===== config.mk =====
export PLATFORM = sky130hd
export DESIGN_NAME = srs_ram
export DESIGN_NICKNAME = d
export VERILOG_FILES = /design/src/rtl/core/srs_ram.sv
export SDC_FILE = /design/constraint.sdc
export NUM_CORES = 1
export LEC_CHECK = 0
export BUFFER_PORTS_ARGS = -buffer_cell sky130_fd_sc_hd__buf_2
export CORE_ASPECT_RATIO = 0.5
export CORE_MARGIN = 8
export CORE_UTILIZATION = 35
export CTS_BUF_LIST = sky130_fd_sc_hd__clkbuf_8
export DETAILED_ROUTE_END_ITERATION = 12
export GPL_ROUTABILITY_DRIVEN = 0
export MAX_ROUTING_LAYER = met4
export PLACE_DENSITY = 0.47
export SYNTH_ARGS = -nofsm -noshare
export SYNTH_HDL_FRONTEND = slang
export SYNTH_SLANG_ARGS = --single-unit

===== constraint.sdc =====
create_clock -name clock -period 2.7 [get_ports clock]
set_input_delay 0.27 -clock clock [delete_from_list [all_inputs] [get_ports clock]]
set_output_delay 0.27 -clock clock [all_outputs]
set_load 0.05 [all_outputs]

===== src/rtl/core/srs_ram.sv =====
`default_nettype none
// ============================================================================
// srs_ram: generic simple dual-port RAM
// One write port and one read port; the read data is registered.
// ============================================================================
module srs_ram #(
   parameter int WIDTH = 8,
   parameter int DEPTH = 16
) (
   input  wire logic                     clock,
   input  wire logic                     wr_en,
   input  wire logic [$clog2(DEPTH)-1:0] wr_addr,
   input  wire logic [WIDTH-1:0]         wr_data,
   input  wire logic [$clog2(DEPTH)-1:0] rd_addr,
   output logic      [WIDTH-1:0]         rd_data
);

   logic [WIDTH-1:0] mem [DEPTH];

   // Write port.
   always_ff @(posedge clock) begin
      if (wr_en) begin
         mem[wr_addr] <= wr_data;
      end
   end

   // Registered read port.
   always_ff @(posedge clock) begin
      rd_data <= mem[rd_addr];
   end

endmodule : srs_ram
`default_nettype wire


Word-level counts from Yosys, hierarchy flattened
Memory sizes are Yosys's and may differ from the RTL's. A register that Yosys moved wholly into a read port is not among the register bits.
Cells that the tools add are included.
{"block": "word_totals", "wordCells": 3, "ram_bits": 128, "mem_count": 1, "regBits": 0, "output_inout_bits": 8, "inputBits": 18}
{"name": "mem", "depth": 16, "width": 8, "rd": 1, "rd_ports_with_merged_regs": 1, "write_ports": 1, "line": "18", "text": "logic [WIDTH-1:0] mem [DEPTH];"}
{"block": "classes", "muxes": 2}
{"op": "$mux W1", "count": 2}

Depth between registers and ports, before layout
{"block": "depth", "depth_word": 2, "ltp_mapped": 5, "depth_no_buf": 3}

Worst setup path after synthesis
OpenSTA, ideal clock, no wires.
{"block": "synth_path", "path_type": "input-to-reg", "start": "input wr_addr[2]", "end": "memory mem[0][0], enable pin", "stages": 2, "t_arrival_ns": 1.380, "t_required_ns": 2.317, "setup_ns": 0.383, "setup_slack_ns": 0.937, "n_path_buf": 0, "cell_sequence": "or3b_2 > nor3_1"}
{"element": "from (decl)", "line": "12", "text": "input wire logic [$clog2(DEPTH)-1:0] wr_addr,"}
{"element": "to (decl)", "line": "18"}
Straight into the memory's write port.

==> reports/metrics.cfg <==
[place]
dp_hpwl_mm=7.138
place_ws_ns=0.4840
numPortBuffers=25

[timing]
setup_tns_ns=0
setup-violations-final=0
hold_viol=0
slew_headroom=0.3940
min_period_ns=1.762
clock_skew_ns=0.009437
timing.fmax_mhz=567.6
period_share=0.6525
setup_slack_ns=0.9382
slew_viol_final=0
worst_pin_slew_ns=0.9057
rsz0062_at_grt=no

[critical_path]
cp-end-kind=flop
crit_arrival_ns=2.04
critPathMaxFanout=14
cp-start-kind=input pin
cp_data_required_time_ns=2.98
critPathKind=input pin to flop

[power]
p_total_mw=4.301
p_seq_frac=0.552
pwr-share-clk=0.385
switching_share=0.2237
power.switching_mw=0.9620
combPwrFrac=0.063
peakVddDrop_uv=267.5
internal_power_mw=3.339
p_leak_nw=1.983
power.density_nw_per_um2=718.9

[clock_network]
cts_tree=yes
cts.clk_slew.worst_paths_ns=0.08
ctsHtreeMaxLevel=4
postCtsSetupBuffers=0
clk_latency_ns=0.42
cts_inserted_buffers=17
hold_buffers=0
clock-sinks=136
clock-root-buffer=clkbuf_8
post_cts_resized=0
cts_buffer_depth=2

[floorplanning]
rows=31
die_h_um=101.8
die_x_um=187.5
die_area_um2=19080
io_pins=26
core_area_um2=14430
start_util=0.3567

[detailed_routing]
wirelength_mm=11.02
postRouteAntennaNets=0
dr.pass1.iters=4
post_drt_wl_per_cell_um=22.40
drtIter0Drc=166
drc_errors=0
vias_per_cell=4.835
vias=2379

[finish]
final_common_cell=edfxtp_1
layout-drive-gt1-share=0.3163
utilization=0.4146
antenna_cells=0
syn_to_final_growth_pct=16.21
nets=299
layout_common_cells=edfxtp_1 (128), buf_2 (25), clkbuf_8 (20), mux4_2 (18), buf_4 (17)

[worst_hold_path]
hold_path.class=input pin to flop

[yosys]
syn_inst=229
syn_area_um2=5147
yosys_register_bits=136
syn_nets=247
yosys_warnings=0
ys_seq_area_frac=0.7778
synth_cell_types=19
syn_avg_cell_area_um2=22.48

[global_route]
grt-ovfl-total=0
grt_pass1_wl_mm=16.30
grt_pass1_vias=2524
antenna_found_initial=0
grt_usage=0.1246
grt_max_degree=27

[run]
cap_violations=0

[status]
outcome=completed

layout make-up:
type | instances | area, µm²
fillers | 1274 | 8447
flip-flops and latches | 136 | 4004
multi-input cells | 83 | 1057
clock buffers | 20 | 275.3
repair buffers | 43 | 272.8
well taps | 198 | 247.7
clock inverters | 12 | 125.1
flip-flops by register name, indices dropped and copies added (netlist names):
signal	cells
mem	128
rd_data	8
critical path, cell delays in order:
cell and delay [ns]:
buf_2 0.41, buf_12 0.24, mux4_1 0.57, a22oi_1 0.39, nand2_1 0.15
synthesized netlist by cell type:
library cell     number  area (µm²)
nand3b_1              2       15.01
or3b_2                1       8.760
buf_2                 3       15.01
buf_4                 1       7.510
edfxtp_1            128        3844
mux4_2               18       405.4
mux4_1               14       367.9
clkdlybuf4s25_2       3       30.03
nand3_1               1       5.000
and2_1                1       6.260
and2b_1               1       7.510
nand2_1               9       33.78
a22oi_1              16       120.1
nand2b_1              2       12.51
nor3_1                4       20.02
nor2_1               13       48.80
nor2b_1               1       6.260
dfxtp_1               8       160.2
buf_6                 3       33.78
power groups by stage:
stage                     Combinational (mW)  Sequential [mW]  Clock, mW
after floorplan                        0.120             2.46          0
after global placement                 0.273             2.42          0
after detailed placement               0.277             2.42          0
after CTS                              0.278             2.37       1.69
after global routing                   0.293             2.38       1.77
final                                  0.273             2.37       1.66
metal layers:
| layer | GRT usage | share of wire | vias up |
|---|---|---|---|
| met2 | 0.1855 | 0.46 | 44 |
| met1 | 0.1678 | 0.50 | 1251 |
| met3 | 0.02955 | 0.030 | 10 |
| met4 | 0.03971 | 0.011 | 0 |
| met5 | - | 0 | - |
| li1 | - | - | 1074 |
per-stage QoR:
stage          area [µm²]  hold WS (ns)  std cells
2_1_floorplan        5147        0.3689        229
3_3_place_gp         5582        0.6505        460
3_5_place_dp         5582        0.6629        460
4_1_cts              5982        0.2002        492
5_1_grt              5982        0.2058        492
6_report             5982        0.2238        492
logic make-up (layout without fill, tap and decap cells):
| family | after synthesis | in the layout | share of synthesized area |
|---|---|---|---|
| and+or+nand+nor | 35 | 35 | 0.03184 |
| muxes | 32 | 32 | 0.1502 |
| DFF | 136 | 136 | 0.7778 |
| AOI/OAI and AO/OA | 16 | 16 | 0.02334 |
| buffers and inverters | 10 | 75 | 0.01677 |
worst paths after layout:
path / startpoint / to / slack [ns] / depth (start not counted)
worst min-delay path: wr_data[1] / mem[12][1] / 0.22 / 1
worst max register to register: mem[10][3] / rd_data[3] / 1.15 / 3
worst min register to register: mem[15][5] / rd_data[5] / 0.67 / 3
worst max-delay path: rd_addr[0] / rd_data[3] / 0.94 / 5
(Power assumes the default switching activity.)
